--- src/design/pld_pkg.sv ---
// ----------------------------------------------------------------------------
// polynomial long division package
// shared types, codes and constants
// ----------------------------------------------------------------------------
package pld_pkg;

  localparam int MAX_TERMS_DEF = 16;
  localparam int FRAC_BITS_DEF = 16;

  typedef enum logic [1:0] {
    OP_LOAD_DIVIDEND = 2'd0,
    OP_LOAD_DIVISOR  = 2'd1,
    OP_DIVIDE        = 2'd2
  } op_t;

  typedef enum logic [1:0] {
    KIND_QUOTIENT  = 2'd0,
    KIND_REMAINDER = 2'd1,
    KIND_ERROR     = 2'd2
  } kind_t;

  typedef enum logic [3:0] {
    ST_IDLE, ST_CHECK, ST_CLEAR, ST_QLOAD, ST_QDIV, ST_UREAD, ST_UMUL,
    ST_UWRITE, ST_EMIT_Q, ST_EMIT_R, ST_ERROR
  } state_t;

  // controller to datapath
  typedef struct packed {
    logic       clear;
    logic       lead_load;
    logic       q_start;
    logic       q_store;
    logic       u_read;
    logic       u_mul;
    logic       u_write;
    logic       emit_q;
    logic       emit_r;
    logic       emit_err;
    logic       emit_last;
  } pld_cmd_t;

  // datapath to controller
  typedef struct packed {
    logic lead_zero;
    logic q_done;
  } pld_status_t;

endpackage

--- src/design/pld_control.sv ---
// ----------------------------------------------------------------------------
// polynomial long division controller
// sequences clear, quotient steps, updates and result emission
// ----------------------------------------------------------------------------
module pld_control
  import pld_pkg::*;
#(
  parameter int MAX_TERMS = MAX_TERMS_DEF,
  localparam int IW = $clog2(MAX_TERMS),
  localparam int TW = $clog2(MAX_TERMS + 1)
) (
  input  logic          clk,
  input  logic          rst,
  input  logic          go,
  input  logic [TW-1:0] n_in,
  input  logic [TW-1:0] m_in,
  input  pld_status_t   status,
  output pld_cmd_t      cmd,
  output logic          busy,
  output logic [IW-1:0] lead_idx,
  output logic [IW-1:0] clr_idx,
  output logic          clr_keep,
  output logic [IW-1:0] top_idx,
  output logic [IW-1:0] q_idx,
  output logic [IW-1:0] d_idx,
  output logic [IW-1:0] pos_idx,
  output logic [IW-1:0] emit_idx
);

  state_t state, state_next;
  logic [TW-1:0] n, m, t, t_next, j, j_next, i, i_next, qn, rn;

  always_ff @(posedge clk) begin
    if (rst) begin
      state <= ST_IDLE;
    end else begin
      state <= state_next;
    end
  end

  always_ff @(posedge clk) begin
    if (go) begin
      n <= n_in;
      m <= m_in;
    end
    t <= t_next;
    j <= j_next;
    i <= i_next;
  end

  assign qn       = (n >= m) ? TW'(n - m + 1'b1) : TW'(1);
  assign rn       = TW'(m - 1'b1);
  assign lead_idx = IW'(m_in - 1'b1);
  assign clr_idx  = IW'(i);
  assign clr_keep = i < n;
  assign top_idx  = IW'(n - 1'b1 - t);
  assign q_idx    = IW'(n - m - t);
  assign d_idx    = IW'(j);
  assign pos_idx  = IW'(n - m - t + j);
  assign emit_idx = IW'(i);
  assign busy     = state != ST_IDLE;

  always_comb begin
    state_next = state;
    t_next = t;
    j_next = j;
    i_next = i;
    cmd = '0;
    cmd.lead_load = go;
    case (state)
      ST_IDLE: begin
        if (go) begin
          state_next = ST_CHECK;
        end
      end
      ST_CHECK: begin
        i_next = '0;
        state_next = status.lead_zero ? ST_ERROR : ST_CLEAR;
      end
      ST_ERROR: begin
        cmd.emit_err = 1'b1;
        cmd.emit_last = 1'b1;
        i_next = '0;
        state_next = ST_IDLE;
      end
      ST_CLEAR: begin
        cmd.clear = 1'b1;
        i_next = i + 1'b1;
        if (i == TW'(MAX_TERMS - 1)) begin
          t_next = '0;
          i_next = '0;
          state_next = (n >= m) ? ST_QLOAD : ST_EMIT_Q;
        end
      end
      ST_QLOAD: begin
        cmd.q_start = 1'b1;
        state_next = ST_QDIV;
      end
      ST_QDIV: begin
        if (status.q_done) begin
          cmd.q_store = 1'b1;
          j_next = '0;
          state_next = ST_UREAD;
        end
      end
      ST_UREAD: begin
        cmd.u_read = 1'b1;
        state_next = ST_UMUL;
      end
      ST_UMUL: begin
        cmd.u_mul = 1'b1;
        state_next = ST_UWRITE;
      end
      ST_UWRITE: begin
        cmd.u_write = 1'b1;
        j_next = j + 1'b1;
        if (j == m - 1'b1) begin
          t_next = t + 1'b1;
          state_next = (t + 1'b1 == qn) ? ST_EMIT_Q : ST_QLOAD;
        end else begin
          state_next = ST_UREAD;
        end
      end
      ST_EMIT_Q: begin
        cmd.emit_q = 1'b1;
        cmd.emit_last = (i + 1'b1 == qn) && (rn == '0);
        i_next = i + 1'b1;
        if (i + 1'b1 == qn) begin
          i_next = '0;
          state_next = (rn == '0) ? ST_IDLE : ST_EMIT_R;
        end
      end
      ST_EMIT_R: begin
        cmd.emit_r = 1'b1;
        cmd.emit_last = (i + 1'b1 == rn);
        i_next = i + 1'b1;
        if (i + 1'b1 == rn) begin
          i_next = '0;
          state_next = ST_IDLE;
        end
      end
      default: begin
        state_next = ST_IDLE;
      end
    endcase
  end

endmodule

--- config.mk ---
export PLATFORM = sky130hd
export DESIGN_NAME = pld_control
export DESIGN_NICKNAME = d
export VERILOG_FILES = /design/src/design/pld_pkg.sv /design/src/design/pld_control.sv
export SDC_FILE = /design/constraint.sdc
export NUM_CORES = 1
export LEC_CHECK = 0
export ABC_CLOCK_PERIOD_IN_PS = 4000
export BUFFER_PORTS_ARGS = -buffer_cell sky130_fd_sc_hd__buf_4
export CELL_PAD_IN_SITES_DETAIL_PLACEMENT = 0
export CELL_PAD_IN_SITES_GLOBAL_PLACEMENT = 1
export CORE_MARGIN = 1
export CORE_UTILIZATION = 37
export CTS_CLUSTER_DIAMETER = 80
export DETAILED_ROUTE_END_ITERATION = 12
export HOLD_SLACK_MARGIN = 0.12
export PLACE_DENSITY = 0.72
export RECOVER_POWER = 50
export SYNTH_ARGS = -nofsm -noshare
export SYNTH_HDL_FRONTEND = slang
export SYNTH_SLANG_ARGS = --single-unit
--- constraint.sdc ---
create_clock -name clk -period 4 [get_ports clk]
set_clock_uncertainty 0.2 [all_clocks]
set_input_delay 0.6 -clock clk [delete_from_list [all_inputs] [get_ports clk]]
set_output_delay 0.6 -clock clk [all_outputs]
set_load 0.005 [all_outputs]
==> results.toml <==
[yosys]
synth_top_area_share_pct = 27.3
netlist_top_cells_area = "edfxtp_1, ha_1, xor2_1"
syn_nets = 343
netlist_area_um2 = 2750
asyncSetResetFlopFracSynth_pct = 0
yosysSeqAreaShare_pct = 30.3
postSynthCellCount = 297
yosysUniqueCellTypes = 53
average_cell_area_after_synthesis_um2 = 9.24
synth-main-ff-cell = "edfxtp_1"
synthesis.yosys.warnings = 0
ys_seq_elements = 29
synth_edf_count = 25
yosysTopAreaCell = "edfxtp_1"

[worst_setup_path]
worst-endpoint-arrival_ps = 3250
critical_path.startpoint_type = "flop"
crit_required_ps = 3200
path_max_fanout = 4
critical_path_class = "flop to output pin"
critical_path.endpoint_type = "output pin"

[clocking]
clk_transition_reported_paths_ps = 70
clkSinkCount = 29
clock_tree.buffer_depth = 2
cts_tree = "done"
cts-root-buf = "clkbuf_8"
cts_made_buffers = 5
clk_latency_ps = 280
cts-htree-levels = 2
post_cts_hold_buffer_count = 0

[status]
violations = "DRC, setup timing"
outcome = "finished with violations"

[power]
internal_power_mw = 0.989
power.net_switching_mw = 0.713
p_sw_share_pct = 41.9
clock_power_share_pct = 14.3
total_power_mw = 1.70
sequentialPowerShare_pct = 28.3
power.combinational.fraction_pct = 57.4
power_per_cell_area_nw_per_um2 = 497
static_leakage_power_nw = 1.51
vdd_drop_max_v = 0.000191

[layout]
antenna_cells_inserted = 0
drive_above_1_share_pct = 27.8
mostFrequentLayoutCell = "buf_4"
num-nets-final = 398
syn_to_final_growth_pct = 24.8
commonest_cells_after_routing_fill_and_taps_aside = "buf_4, edfxtp_1, ha_1, inv_1"

[floorplan]
floorplan.die.height_um = 88.1
full_die_area_um2 = 7770
start_util_pct = 38.1
fp-row-count = 31
die_width_um = 88.1
placeableCoreArea_um2 = 7210
io_pins = 56

[timing]
drv_slew = 0
setup_repair_after_global_routing_missed_its_margin = "yes"
timing_hold_violations_final = 0
fin_crit_sh_pct = 101
final-setup-viol-count = 1
hold_slack_ps = 313
setup_ws_ps = -46.1
worst_max_slew_pin_slew_ps = 839
max_freq_mhz = 247
setup_total_negative_slack_ps = -46.1
slew-limit-headroom_pct = 44.1
final_period_minus_worst_setup_slack_ps = 4050

[route]
vias = 2270
drt-total-wl_um = 6790
dr.first_iter.drc_count = 107
dr.pass1.iters = 11
drcViolationCount = 1
final_antenna_net_count = 0
avgRoutedWirePerCell_um = 15.0
route.detailed.vias_per_inst = 5.02

[global_routing]
grt_max_degree = 16
grt_pass1_vias = 2183
grt_first_pass_wirelength_um = 10900
antenna_found_initial = 0
total_global_route_track_usage_pct = 18.3
globalRoute.totalOverflow = 0

[placement]
port-buffer-count = 55
detailedPlacementHpwl_um = 5270
globalplace.congestion = 0.855

[job]
max-cap-violations = 0

[min_path]
worstHoldPathType = "input port to flop"
-- routing by layer --
metal | global-route usage (%) | wire length [µm] | vias to the layer above
li1 | - | - | 1131
met1 | 25.0 | 3250 | 1082
met2 | 31.2 | 3270 | 50
met3 | 1.79 | 210 | 7
met4 | 4.40 | 68 | 0
met5 | 0 | 0 | -
-- power groups by stage --
stage	clock, mW	combinational [mW]	sequential [mW]
global placement	0	0.906	0.487
global route	0.258	1.08	0.496
detailed placement	0	0.908	0.488
finish	0.243	0.977	0.482
CTS	0.249	0.963	0.483
floorplan	0	0.647	0.450
-- cells in the mapped netlist (2+ instances only) --
cell type   n
nor3_1      8
xor2_1     24
nor4_1      5
o21bai_1    3
ha_1       27
buf_4      13
fa_1        4
and2_1      4
o21ai_0     8
xnor2_1    21
nand2b_1    8
a21o_1      6
nor2_1     19
inv_1      27
and3_1      3
mux2i_1     3
nand2_1    13
a211oi_1    2
dfxtp_1     4
o21a_1      2
nand3_1    11
clkbuf_1    5
nand3b_1    3
a21oi_1    17
nor2b_1     5
edfxtp_1   25
-- flip-flops by register name, indices dropped and copies added (netlist names) --
register	count
i	5
j	5
m	5
n	5
t	5
state	4
-- critical path: stages (launching register included) --
cell	delay, ps
edfxtp_1	400
inv_2	100
ha_4	140
inv_2	30
fa_2	590
buf_4	140
inv_2	30
fa_1	500
inv_2	60
ha_4	200
a21o_1	180
a21oi_2	160
xor2_2	180
xnor2_1	130
buf_4	130
-- path summary, 6_finish.rpt --
check | from | to | slack, ps | cells past startpoint
max | n[0] | pos_idx[3] | -50 | 14
min | rst | state[1] | 310 | 2
max reg2reg | n[0] | state[3] | 690 | 12
min reg2reg | j[4] | j[4] | 450 | 2
-- stage by stage --
| step | cell area, µm² | util, % | worst slack, ps | cells |
|---|---|---|---|---|
| 6_report | 3430 | 47.5 | -46.1 | 452 |
| 5_1_grt | 3430 | 47.5 | -152 | 452 |
| 4_1_cts | 3400 | 47.1 | -44.9 | 450 |
| 3_5_place_dp | 3200 | 44.3 | 133 | 438 |
| 3_3_place_gp | 3200 | 44.3 | 160 | 438 |
| 2_1_floorplan | 2750 | - | 483 | 297 |
-- final cells by class --
class                      instances  area, µm²
multi-input combinational        222       1800
fill                             722       3790
sequential                        29        831
timing repair buffer              67        484
inverter                          27        101
clock buffer                       5       68.8
tap                               99        124
clock inverter                     3       17.5
-- logic make-up (layout without fill, tap and decap cells) --
kind of cell / count (synthesis) / after routing / synth area share (%)
buffers and inverters: 46 / 102 / 8.34
flip-flops: 29 / 29 / 30.3
adder cells (fa/ha/maj): 31 / 31 / 15.2
AND/OR/NAND/NOR: 91 / 91 / 17.9
AO/OA/AOI/OAI: 52 / 52 / 12.9
multiplexers: 3 / 3 / 1.09
XOR/XNOR: 45 / 45 / 14.4
-- timing repair --
action                                  in CTS  in global routing
hold endpoints to repair                     0                  0
endpoints found under the setup margin       2                  2
gates cloned                                 0                  0
pin swaps                                   10                  7
setup buffers                                4                  2
gates resized for setup                     16                  6
Note: power is estimated with default switching activity, not from simulation.
